$ cat config.mk
export PLATFORM = sky130hd
export DESIGN_NAME = per_id_exec_time_stats
export DESIGN_NICKNAME = d
export VERILOG_FILES = /design/src/rtl/core/pets_pkg.sv /design/src/rtl/core/pets_sermul.sv /design/src/rtl/core/pets_serdiv.sv /design/src/rtl/core/per_id_exec_time_stats.sv
export VERILOG_INCLUDE_DIRS = /design/src /design/src/rtl/core
export SDC_FILE = /design/constraint.sdc
export NUM_CORES = 2
export LEC_CHECK = 0
export ABC_CLOCK_PERIOD_IN_PS = 19650
export BUFFER_PORTS_ARGS = -buffer_cell sky130_fd_sc_hd__buf_2
export CAP_MARGIN = 20
export CORE_ASPECT_RATIO = 1.25
export CORE_MARGIN = 4
export CORE_UTILIZATION = 43
export DETAILED_ROUTE_END_ITERATION = 10
export HOLD_SLACK_MARGIN = 0.06
export SLEW_MARGIN = 20
export SYNTH_ARGS = -nofsm -noshare
export SYNTH_HDL_FRONTEND = slang
export SYNTH_SLANG_ARGS = --single-unit
$ cat constraint.sdc
create_clock -name clk -period 19.65 [get_ports clk]
set_input_delay 0 -clock clk [delete_from_list [all_inputs] [get_ports clk]]
set_output_delay 0 -clock clk [all_outputs]
set_load 0.01 [all_outputs]
$ cat src/rtl/core/per_id_exec_time_stats_defines.svh
// assertion macros for the per-task execution time statistics block
// used by the rtl files that carry concurrent checks; expects clk and rst_n in scope
`ifndef PER_ID_EXEC_TIME_STATS_DEFINES_SVH
`define PER_ID_EXEC_TIME_STATS_DEFINES_SVH

// check that holds outside of reset
`define PETS_ASSERT(lbl, prop, msg) \
  lbl: assert property (@(posedge clk) disable iff (!rst_n) prop) else $error(msg);

// check that also holds while reset is applied
`define PETS_ASSERT_ALWAYS(lbl, prop, msg) \
  lbl: assert property (@(posedge clk) prop) else $error(msg);

`endif

$ cat src/rtl/core/pets_pkg.sv
// shared types and constants for the per-task execution time statistics block
// no dependencies
package pets_pkg;

  localparam int unsigned US_W    = 24;
  localparam int unsigned CNT_W   = 32;
  localparam int unsigned TICK_W  = 16;
  localparam int unsigned SCALE_W = 16;
  localparam int unsigned ID_W    = 3;
  localparam int unsigned KIND_W  = 2;

  // serial multiplier operand widths and product
  localparam int unsigned MUL_A_W = US_W;
  localparam int unsigned MUL_B_W = CNT_W + 1;
  localparam int unsigned PROD_W  = MUL_A_W + MUL_B_W;
  localparam int unsigned STEP_W  = $clog2(MUL_A_W);

  localparam logic [SCALE_W-1:0] SCALE_RESET = 16'd4000;

  // transaction kinds
  typedef enum logic [KIND_W-1:0] {
    KIND_RECORD = 2'd0,
    KIND_CLEAR  = 2'd1,
    KIND_QUERY  = 2'd2,
    KIND_UNUSED = 2'd3
  } kind_t;

  typedef struct packed {
    logic [KIND_W-1:0] kind;
    logic [ID_W-1:0]   task_id;
    logic [TICK_W-1:0] ticks;
  } pets_in_t;

  typedef struct packed {
    logic              accepted;
    logic [US_W-1:0]   max_us;
    logic [US_W-1:0]   min_us;
    logic [US_W-1:0]   mean_us;
    logic [CNT_W-1:0]  samples;
  } pets_out_t;

  // per-task statistics entry
  typedef struct packed {
    logic [US_W-1:0]  max_us;
    logic [US_W-1:0]  min_us;
    logic [US_W-1:0]  mean_us;
    logic [CNT_W-1:0] samples;
  } pets_entry_t;

  localparam pets_entry_t ENTRY_RESET = '{
    max_us:  '0,
    min_us:  '1,
    mean_us: '0,
    samples: '0
  };

endpackage

$ cat src/rtl/core/pets_sermul.sv
// bit-serial shift-add multiplier, one multiplier bit per cycle
// depends on pets_pkg
module pets_sermul
  import pets_pkg::*;
(
  input  logic               clk,
  input  logic               rst_n,
  input  logic               start,
  input  logic [MUL_A_W-1:0] a,
  input  logic [MUL_B_W-1:0] b,
  output logic               done,
  output logic [PROD_W-1:0]  prod
);

  logic [MUL_B_W-1:0] hi_r, hi_nxt;
  logic [MUL_A_W-1:0] lo_r, lo_nxt;
  logic [MUL_B_W-1:0] b_r;
  logic [STEP_W-1:0]  step_r;
  logic               busy_r;
  logic               done_r;
  logic [MUL_B_W:0]   sum;

  // one partial product per cycle, shifted out at the low end
  always_comb begin
    sum    = {1'b0, hi_r} + (lo_r[0] ? {1'b0, b_r} : '0);
    hi_nxt = sum[MUL_B_W:1];
    lo_nxt = {sum[0], lo_r[MUL_A_W-1:1]};
  end

  // control
  always_ff @(posedge clk) begin
    if (!rst_n) begin
      busy_r <= 1'b0;
      done_r <= 1'b0;
      step_r <= '0;
    end else begin
      done_r <= 1'b0;
      if (start) begin
        busy_r <= 1'b1;
        step_r <= '0;
      end else if (busy_r) begin
        if (step_r == STEP_W'(MUL_A_W - 1)) begin
          busy_r <= 1'b0;
          done_r <= 1'b1;
        end
        step_r <= step_r + 1'b1;
      end
    end
  end

  // datapath
  always_ff @(posedge clk) begin
    if (start) begin
      hi_r <= '0;
      lo_r <= a;
      b_r  <= b;
    end else if (busy_r) begin
      hi_r <= hi_nxt;
      lo_r <= lo_nxt;
    end
  end

  assign done = done_r;
  assign prod = {hi_r, lo_r};

endmodule

$ cat src/rtl/core/pets_serdiv.sv
// restoring divider, one quotient bit per cycle, quotient known to fit in US_W bits
// depends on pets_pkg
module pets_serdiv
  import pets_pkg::*;
(
  input  logic               clk,
  input  logic               rst_n,
  input  logic               start,
  input  logic [PROD_W-1:0]  num,
  input  logic [MUL_B_W-1:0] den,
  output logic               done,
  output logic [US_W-1:0]    quot
);

  logic [MUL_B_W-1:0] rem_r, rem_nxt;
  logic [US_W-1:0]    q_r, q_nxt;
  logic [MUL_B_W-1:0] den_r;
  logic [STEP_W-1:0]  step_r;
  logic               busy_r;
  logic               done_r;
  logic [MUL_B_W:0]   trial;
  logic [MUL_B_W+1:0] diff;
  logic               ge;

  // shift in the next numerator bit and try a subtract
  always_comb begin
    trial   = {rem_r, q_r[US_W-1]};
    diff    = {1'b0, trial} - {2'b0, den_r};
    ge      = !diff[MUL_B_W+1];
    rem_nxt = ge ? diff[MUL_B_W-1:0] : trial[MUL_B_W-1:0];
    q_nxt   = {q_r[US_W-2:0], ge};
  end

  // control
  always_ff @(posedge clk) begin
    if (!rst_n) begin
      busy_r <= 1'b0;
      done_r <= 1'b0;
      step_r <= '0;
    end else begin
      done_r <= 1'b0;
      if (start) begin
        busy_r <= 1'b1;
        step_r <= '0;
      end else if (busy_r) begin
        if (step_r == STEP_W'(US_W - 1)) begin
          busy_r <= 1'b0;
          done_r <= 1'b1;
        end
        step_r <= step_r + 1'b1;
      end
    end
  end

  // datapath: upper numerator bits are already below the divisor
  always_ff @(posedge clk) begin
    if (start) begin
      rem_r <= num[PROD_W-1:US_W];
      q_r   <= num[US_W-1:0];
      den_r <= den;
    end else if (busy_r) begin
      rem_r <= rem_nxt;
      q_r   <= q_nxt;
    end
  end

  assign done = done_r;
  assign quot = q_r;

endmodule

$ cat src/rtl/core/per_id_exec_time_stats.sv
// top level of the per-task execution time statistics block
// depends on pets_pkg, pets_sermul, pets_serdiv and per_id_exec_time_stats_defines.svh
`include "per_id_exec_time_stats_defines.svh"

// Keeps maximum, minimum, integer running mean and a saturating sample count of
// execution time per task. Ticks become microseconds as (ticks * cfg_data) >> 8, the
// scale being written on the cfg port (reset 4000, i.e. 15.625 us per tick). A record
// transaction first reads the table, then runs the tick conversion, the mean times
// count product and the division by count + 1 each through a 24-step bit-serial
// unit, and last writes the table. Queries only read the table; clear and rejected
// transactions go straight to the result. One transaction is worked on at a time;
// the next one is taken while the previous result waits in the output register.
// Statistics live in a NUM_TASKS deep table with a valid bit per entry, so reset and
// clear take effect at once with no clearing pass.
module per_id_exec_time_stats
  import pets_pkg::*;
#(
  parameter int unsigned NUM_TASKS = 8
) (
  input  logic               clk,
  input  logic               rst_n,
  input  logic               in_valid,
  output logic               in_stall,
  input  pets_in_t           in_data,
  output logic               out_valid,
  input  logic               out_stall,
  output pets_out_t          out_data,
  input  logic               cfg_valid,
  output logic               cfg_ready,
  input  logic [SCALE_W-1:0] cfg_data
);

  localparam int unsigned IDX_W = (NUM_TASKS > 1) ? $clog2(NUM_TASKS) : 1;
  localparam int unsigned CMP_W = 7;
  localparam logic [CMP_W-1:0] NUM_TASKS_C = CMP_W'(NUM_TASKS);

  typedef enum logic [6:0] {
    S_IDLE  = 7'b0000001,
    S_READ  = 7'b0000010,
    S_LOAD  = 7'b0000100,
    S_MUS   = 7'b0001000,
    S_MMEAN = 7'b0010000,
    S_DIV   = 7'b0100000,
    S_DONE  = 7'b1000000
  } state_t;

  state_t               state_r;
  logic [SCALE_W-1:0]   scale_r;
  logic [KIND_W-1:0]    kind_r;
  logic [ID_W-1:0]      id_r;
  logic [TICK_W-1:0]    ticks_r;
  logic [US_W-1:0]      us_r;
  pets_entry_t          ent_r;
  pets_out_t            res_r;
  pets_out_t            out_r;
  logic                 out_valid_r;
  logic [NUM_TASKS-1:0] valid_r;
  logic                 vrd_r;
  pets_entry_t          rd_r;
  pets_entry_t          mem [NUM_TASKS];
  pets_entry_t          cur_ent;
  pets_entry_t          new_ent;
  logic [IDX_W-1:0]     addr;
  logic                 in_acc;
  logic                 in_range;
  logic                 mem_we;
  logic                 mul_start;
  logic [MUL_A_W-1:0]   mul_a;
  logic [MUL_B_W-1:0]   mul_b;
  logic                 mul_done;
  logic [PROD_W-1:0]    mul_prod;
  logic                 div_start;
  logic [PROD_W-1:0]    div_num;
  logic [MUL_B_W-1:0]   div_den;
  logic                 div_done;
  logic [US_W-1:0]      div_quot;
  logic                 out_load;

  assign in_stall  = (state_r != S_IDLE);
  assign in_acc    = in_valid && !in_stall;
  assign in_range  = (CMP_W'(in_data.task_id) < NUM_TASKS_C);
  assign addr      = IDX_W'(id_r);
  assign cfg_ready = 1'b1;
  assign out_load  = (state_r == S_DONE) && (!out_valid_r || !out_stall);
  assign mem_we    = (state_r == S_DIV) && div_done;

  // scale register
  always_ff @(posedge clk) begin
    if (!rst_n) begin
      scale_r <= SCALE_RESET;
    end else if (cfg_valid && cfg_ready) begin
      scale_r <= cfg_data;
    end
  end

  // entry as read, unwritten entries read as reset values
  assign cur_ent = vrd_r ? rd_r : ENTRY_RESET;

  // updated entry once the mean is known
  always_comb begin
    new_ent         = ent_r;
    new_ent.max_us  = (us_r > ent_r.max_us) ? us_r : ent_r.max_us;
    new_ent.min_us  = (us_r < ent_r.min_us) ? us_r : ent_r.min_us;
    new_ent.mean_us = div_quot;
    new_ent.samples = (ent_r.samples == '1) ? ent_r.samples : ent_r.samples + 1'b1;
  end

  // serial unit operands
  always_comb begin
    mul_start = 1'b0;
    mul_a     = ent_r.mean_us;
    mul_b     = {1'b0, ent_r.samples};
    if (state_r == S_LOAD) begin
      mul_start = (kind_r == KIND_RECORD);
      mul_a     = MUL_A_W'(ticks_r);
      mul_b     = MUL_B_W'(scale_r);
    end else if (state_r == S_MUS) begin
      mul_start = mul_done;
    end
  end

  assign div_start = (state_r == S_MMEAN) && mul_done;
  assign div_num   = mul_prod + PROD_W'(us_r);
  assign div_den   = {1'b0, ent_r.samples} + 1'b1;

  pets_sermul u_mul (
    .clk   (clk),
    .rst_n (rst_n),
    .start (mul_start),
    .a     (mul_a),
    .b     (mul_b),
    .done  (mul_done),
    .prod  (mul_prod)
  );

  pets_serdiv u_div (
    .clk   (clk),
    .rst_n (rst_n),
    .start (div_start),
    .num   (div_num),
    .den   (div_den),
    .done  (div_done),
    .quot  (div_quot)
  );

  // statistics table
  always_ff @(posedge clk) begin
    if (state_r == S_READ) begin
      rd_r <= mem[addr];
    end
    if (mem_we) begin
      mem[addr] <= new_ent;
    end
  end

  // entry valid bits
  always_ff @(posedge clk) begin
    if (!rst_n) begin
      valid_r <= '0;
      vrd_r   <= 1'b0;
    end else begin
      if (state_r == S_READ) begin
        vrd_r <= valid_r[addr];
      end
      if (in_acc && in_data.kind == KIND_CLEAR) begin
        valid_r <= '0;
      end else if (mem_we) begin
        valid_r[addr] <= 1'b1;
      end
    end
  end

  // sequencer
  always_ff @(posedge clk) begin
    if (!rst_n) begin
      state_r <= S_IDLE;
    end else begin
      unique case (state_r)
        S_IDLE: begin
          if (in_acc) begin
            if (in_data.kind == KIND_CLEAR) begin
              state_r <= S_DONE;
            end else if (in_data.kind == KIND_UNUSED || !in_range) begin
              state_r <= S_DONE;
            end else begin
              state_r <= S_READ;
            end
          end
        end
        S_READ: begin
          state_r <= S_LOAD;
        end
        S_LOAD: begin
          state_r <= (kind_r == KIND_RECORD) ? S_MUS : S_DONE;
        end
        S_MUS: begin
          if (mul_done) begin
            state_r <= S_MMEAN;
          end
        end
        S_MMEAN: begin
          if (mul_done) begin
            state_r <= S_DIV;
          end
        end
        S_DIV: begin
          if (div_done) begin
            state_r <= S_DONE;
          end
        end
        S_DONE: begin
          if (out_load) begin
            state_r <= S_IDLE;
          end
        end
        default: begin
          state_r <= S_IDLE;
        end
      endcase
    end
  end

  // transaction capture and working registers
  always_ff @(posedge clk) begin
    if (in_acc) begin
      kind_r  <= in_data.kind;
      id_r    <= in_data.task_id;
      ticks_r <= in_data.ticks;
      if (in_data.kind == KIND_CLEAR) begin
        res_r <= '{accepted: 1'b1, max_us: '0, min_us: '1, mean_us: '0, samples: '0};
      end else begin
        res_r <= '0;
      end
    end
    if (state_r == S_LOAD) begin
      ent_r <= cur_ent;
      res_r <= '{accepted: 1'b1, max_us: cur_ent.max_us, min_us: cur_ent.min_us,
                 mean_us: cur_ent.mean_us, samples: cur_ent.samples};
    end
    if (state_r == S_MUS && mul_done) begin
      us_r <= mul_prod[US_W+7:8];
    end
    if (mem_we) begin
      res_r <= '{accepted: 1'b1, max_us: new_ent.max_us, min_us: new_ent.min_us,
                 mean_us: new_ent.mean_us, samples: new_ent.samples};
    end
  end

  // output register
  always_ff @(posedge clk) begin
    if (!rst_n) begin
      out_valid_r <= 1'b0;
    end else if (out_load) begin
      out_valid_r <= 1'b1;
    end else if (out_valid_r && !out_stall) begin
      out_valid_r <= 1'b0;
    end
  end

  always_ff @(posedge clk) begin
    if (out_load) begin
      out_r <= res_r;
    end
  end

  assign out_valid = out_valid_r;
  assign out_data  = out_r;

  // checks
  `PETS_ASSERT(a_mul_done_state, mul_done |-> (state_r == S_MUS || state_r == S_MMEAN), "multiplier finished outside a multiply step")
  `PETS_ASSERT(a_div_done_state, div_done |-> (state_r == S_DIV), "divider finished outside the divide step")
  `PETS_ASSERT(a_done_drains, (state_r == S_DONE && !out_valid_r) |=> (out_valid_r && state_r == S_IDLE), "finished result not moved to output")
  `PETS_ASSERT(a_clear_all, (in_acc && in_data.kind == KIND_CLEAR) |=> (valid_r == '0), "clear transaction left a valid entry")

endmodule
==> results.sh <==
export IMPL_grtUsageTotal=0.218
export IMPL_die_w_um=348
export IMPL_synth_warnings=0
export IMPL_final_period_utilization=0.241
export IMPL_design_die_area_um2=150000
export IMPL_relSlewSlack=0.276
export IMPL_setup_worst_path_end_class="flip-flop"
export IMPL_netlist_instances=4064
export IMPL_synth_simple_gate_area_share=0.0739
export IMPL_via_per_inst=5.82
export IMPL_critical_path_reg2reg_endpoint="u_div.rem_r[23]"
export IMPL_filler_cell_count=11900
export IMPL_synth_largest_type_area_fraction=0.698
export IMPL_cts_tree="done"
export IMPL_reg2reg_setup_slack_ps=14920
export IMPL_proportion_of_synthesized_area_in_mux_cells=0.0245
export IMPL_core_area_um2=143000
export IMPL_initial_antenna_violation_count=3
export IMPL_post_place_ws_ps=14990
export IMPL_finalWirelength_um=167000
export IMPL_final_hold_violation_count=0
export IMPL_slew_viol_final=0
export IMPL_area_delta_synth_final_pct=14.9
export IMPL_worstHoldPathCells=5
export IMPL_crit_arrival_ps=5240
export IMPL_synth_distinct_cells=79
export IMPL_cts_root_buffer="sky130_fd_sc_hd__clkbuf_16"
export IMPL_syn_cell_area_um2=62000
export IMPL_count_of_cells_resized_by_post_cts_repair=0
export IMPL_max_clock_freq_mhz=211
export IMPL_r2r_worst_path_cells=14
export IMPL_grt_max_degree=109
export IMPL_total_nets_final=4522
export IMPL_crit_required_ps=20160
export IMPL_pwr_density_cell_nw_per_um2=96.4
export IMPL_synth_area_per_cell_um2=15.2
export IMPL_finalWeightedCongestion=0.865
export IMPL_most_common_layout_cells="1,440 x sky130_fd_sc_hd__edfxtp_1, 420 x sky130_fd_sc_hd__a22oi_1, 194 x sky130_fd_sc_hd__nand2_1"
export IMPL_power_ir_vdd_worst_uv=98.6
export IMPL_yosys_most_used_dff="sky130_fd_sc_hd__edfxtp_1"
export IMPL_floorplan_initialDensity=0.434
export IMPL_yosysSeqAreaShare=0.724
export IMPL_io_pins=150
export IMPL_grt_pass1_wl_um=245000
export IMPL_setup_viol=0
export IMPL_power_leakage_nw=24.5
export IMPL_drc=0
export IMPL_hold_path_class="primary input to flip-flop"
export IMPL_number_of_buffers_between_clock_root_and_the_deepest_sink=3
export IMPL_clk_latency_ps=810
export IMPL_grt_ovfl_total=0
export IMPL_holdPathEnd="state_r[6]"
export IMPL_post_synth_xor_area_fraction=0.0213
export IMPL_chipHeight_um=432
export IMPL_drt_wirelength_per_cell_um=26.3
export IMPL_synth_top_family_by_area="compound AO/OA/AOI/OAI gates"
export IMPL_syn_num_nets=4248
export IMPL_crit_fanout=32
export IMPL_initialDrtViolationCount=3561
export IMPL_synth_edf_count=1440
export IMPL_count_of_vias_placed_by_the_detailed_router=36900
export IMPL_path_class="flip-flop to flip-flop"
export IMPL_synth_top_cells_by_area="sky130_fd_sc_hd__edfxtp_1 70%, sky130_fd_sc_hd__a22oi_1 5.1%, sky130_fd_sc_hd__ha_1 2.8%"
export IMPL_maxCapViolCount=0
export IMPL_synth_area_leader_cell="sky130_fd_sc_hd__edfxtp_1"
export IMPL_multiInputGateArea_um2=16100
export IMPL_postRouteAntennaNets=0
export IMPL_final_layout_size_suffix_gt1_frac=0.124
export IMPL_outcome="complete, no violations"
export IMPL_synth_adder_area_share=0.0290
export IMPL_rr_startpoint="u_div.quot[23]"
export IMPL_layout_cells_most_common="sky130_fd_sc_hd__edfxtp_1"
export IMPL_cts_buffers_inserted=149
export IMPL_tritoncts_num_sinks=1521
export IMPL_yosys_register_bits=1521
export IMPL_first_global_vias=36600
export IMPL_min_from="in_data[19]"
export IMPL_shortest_period_the_worst_path_allows_ps=4730
export IMPL_fp_row_count=155
export IMPL_startpoint_type="flip-flop"
export IMPL_path_clk_slew_ps=70
export IMPL_detailedPlacementHpwl_um=94000
export IMPL_drt_pass1_iter_count=6
export IMPL_htreeDepth=4
export IMPL_totalNegativeSetupSlack_ps=0
export IMPL_async_set_reset_flop_share_out_of_synthesis=0
export IMPL_grt_setup_unrepaired="no"
export IMPL_port_buffers=148
export IMPL_finClkSkew_ps=52.5
export IMPL_synth_compound_area_share=0.109
export IMPL_area_sequential_um2=44900
export IMPL_post_cts_buffers=0
export IMPL_tightestPinTransition_ps=1090
export IMPL_final_setup_worst_slack_ps=14920
## state kept, by name (all words and copies together), names as in the netlist, 2 cells and up
register      flops
mem             832
out_data        105
res_r           105
ent_r           104
rd_r            104
u_div.den_r      33
u_div.rem_r      33
u_mul.hi_r       33
u_mul.b_r        32
u_div.quot       24
u_mul.lo_r       24
us_r             24
scale_r          16
ticks_r          16
valid_r           8
state_r           7
u_div.step_r      5
u_mul.step_r      5
addr              3
kind_r            2
## per-layer routing
metal,up-vias,track usage,share of wire
met5,-,0,0
met4,0,0.0687,0.027
met3,237,0.0313,0.069
met2,1418,0.357,0.48
met1,18900,0.304,0.42
li1,16400,-,-
## Yosys cell counts, types with 3 or more instances
| master | number |
|---|---|
| sky130_fd_sc_hd__mux2i_1 | 93 |
| sky130_fd_sc_hd__buf_1 | 19 |
| sky130_fd_sc_hd__and4_1 | 8 |
| sky130_fd_sc_hd__ha_1 | 139 |
| sky130_fd_sc_hd__xnor2_1 | 87 |
| sky130_fd_sc_hd__nand2_1 | 195 |
| sky130_fd_sc_hd__nor3b_1 | 8 |
| sky130_fd_sc_hd__a31oi_1 | 27 |
| sky130_fd_sc_hd__fa_1 | 3 |
| sky130_fd_sc_hd__xor2_1 | 64 |
| sky130_fd_sc_hd__nand4_1 | 135 |
| sky130_fd_sc_hd__o211ai_1 | 10 |
| sky130_fd_sc_hd__nor3_1 | 22 |
| sky130_fd_sc_hd__nand2b_1 | 79 |
| sky130_fd_sc_hd__inv_1 | 108 |
| sky130_fd_sc_hd__o21ai_0 | 87 |
| sky130_fd_sc_hd__clkbuf_1 | 168 |
| sky130_fd_sc_hd__buf_2 | 4 |
| sky130_fd_sc_hd__a221oi_1 | 6 |
| sky130_fd_sc_hd__nor2b_1 | 43 |
| sky130_fd_sc_hd__nor2_1 | 138 |
| sky130_fd_sc_hd__o21bai_1 | 8 |
| sky130_fd_sc_hd__a21boi_0 | 7 |
| sky130_fd_sc_hd__a211o_1 | 8 |
| sky130_fd_sc_hd__or2_2 | 8 |
| sky130_fd_sc_hd__or3_1 | 8 |
| sky130_fd_sc_hd__a41oi_1 | 3 |
| sky130_fd_sc_hd__nand3_1 | 50 |
| sky130_fd_sc_hd__edfxtp_1 | 1440 |
| sky130_fd_sc_hd__dfxtp_1 | 81 |
| sky130_fd_sc_hd__a21oi_1 | 121 |
| sky130_fd_sc_hd__and3_1 | 33 |
| sky130_fd_sc_hd__o41ai_1 | 3 |
| sky130_fd_sc_hd__a22o_1 | 89 |
| sky130_fd_sc_hd__o21a_1 | 10 |
| sky130_fd_sc_hd__a21o_1 | 65 |
| sky130_fd_sc_hd__nand3b_1 | 10 |
| sky130_fd_sc_hd__o21ai_1 | 3 |
| sky130_fd_sc_hd__mux2_2 | 51 |
| sky130_fd_sc_hd__a22oi_1 | 420 |
| sky130_fd_sc_hd__and2_1 | 120 |
| sky130_fd_sc_hd__a211oi_1 | 8 |
| sky130_fd_sc_hd__o21ba_2 | 25 |
## critical path: stages (launching register included)
cell                       delay (ps)
sky130_fd_sc_hd__edfxtp_1         510
sky130_fd_sc_hd__inv_1            180
sky130_fd_sc_hd__ha_1             180
sky130_fd_sc_hd__inv_1             50
sky130_fd_sc_hd__fa_1             410
sky130_fd_sc_hd__a21o_1           190
sky130_fd_sc_hd__a21oi_2          260
sky130_fd_sc_hd__o211ai_2         170
sky130_fd_sc_hd__a211oi_2         350
sky130_fd_sc_hd__nor3_1           160
sky130_fd_sc_hd__o311a_4          360
sky130_fd_sc_hd__o21ai_2          200
sky130_fd_sc_hd__nand2_2          580
sky130_fd_sc_hd__mux2_1           560
sky130_fd_sc_hd__mux2_2           270
## cell families after synthesis
logic type,count (synthesis)
flops,1521
compound gates,932
simple gates,869
buf+inv,303
xor+xnor,151
mux,145
fa+ha+maj,142
other cells,1
## per-stage QoR
stage / hold WS, ps / power [mW] / area [um^2] / std cells / utilization
global route: 247 / 7.08 / 71200 / 6343 / 0.498
CTS: 151 / 6.92 / 71200 / 6342 / 0.498
floorplan: 75.8 / 3.85 / 62000 / 4064 / -
finish: 237 / 6.87 / 71200 / 6345 / 0.498
global placement: 179 / 3.96 / 65000 / 5956 / 0.455
detailed placement: 181 / 3.96 / 65000 / 5956 / 0.455
## where the power goes
part / total, mW / internal, mW / switching (mW)
logic: 0.293 / 0.108 / 0.184
registers: 3.62 / 3.58 / 0.0410
clock network: 2.95 / 1.69 / 1.26
## how the worst max path moves through the flow
stage                     cells past startpoint      startpoint         endpoint  slack [ps]
after floorplan                               6      state_r[4]       state_r[0]        6690
after global placement                       14  u_div.quot[23]  u_div.rem_r[23]       14980
after detailed placement                     14  u_div.quot[23]  u_div.rem_r[23]       14990
after CTS                                    14  u_div.quot[23]  u_div.rem_r[23]       14910
after global routing                         14  u_div.quot[23]  u_div.rem_r[23]       14660
final                                        14  u_div.quot[23]  u_div.rem_r[23]       14920
## layout make-up
| class | count | share of cell area |
|---|---|---|
| clock inverter | 97 | 0.0169 |
| sequential | 1521 | 0.630 |
| tap | 1884 | 0.0331 |
| inverter | 110 | 0.00592 |
| antenna | 2 | 0.0000703 |
| timing repair buffer | 316 | 0.0334 |
| clock buffer | 175 | 0.0543 |
| multi-input combinational | 2240 | 0.226 |
## timing repair
| item | in CTS | in global routing |
|---|---|---|
| setup endpoints to repair | 0 | 0 |
| endpoints found under the hold margin | 86 | 0 |
| hold buffers | 114 | 0 |
No activity file was read; power rests on OpenSTA's default activity.
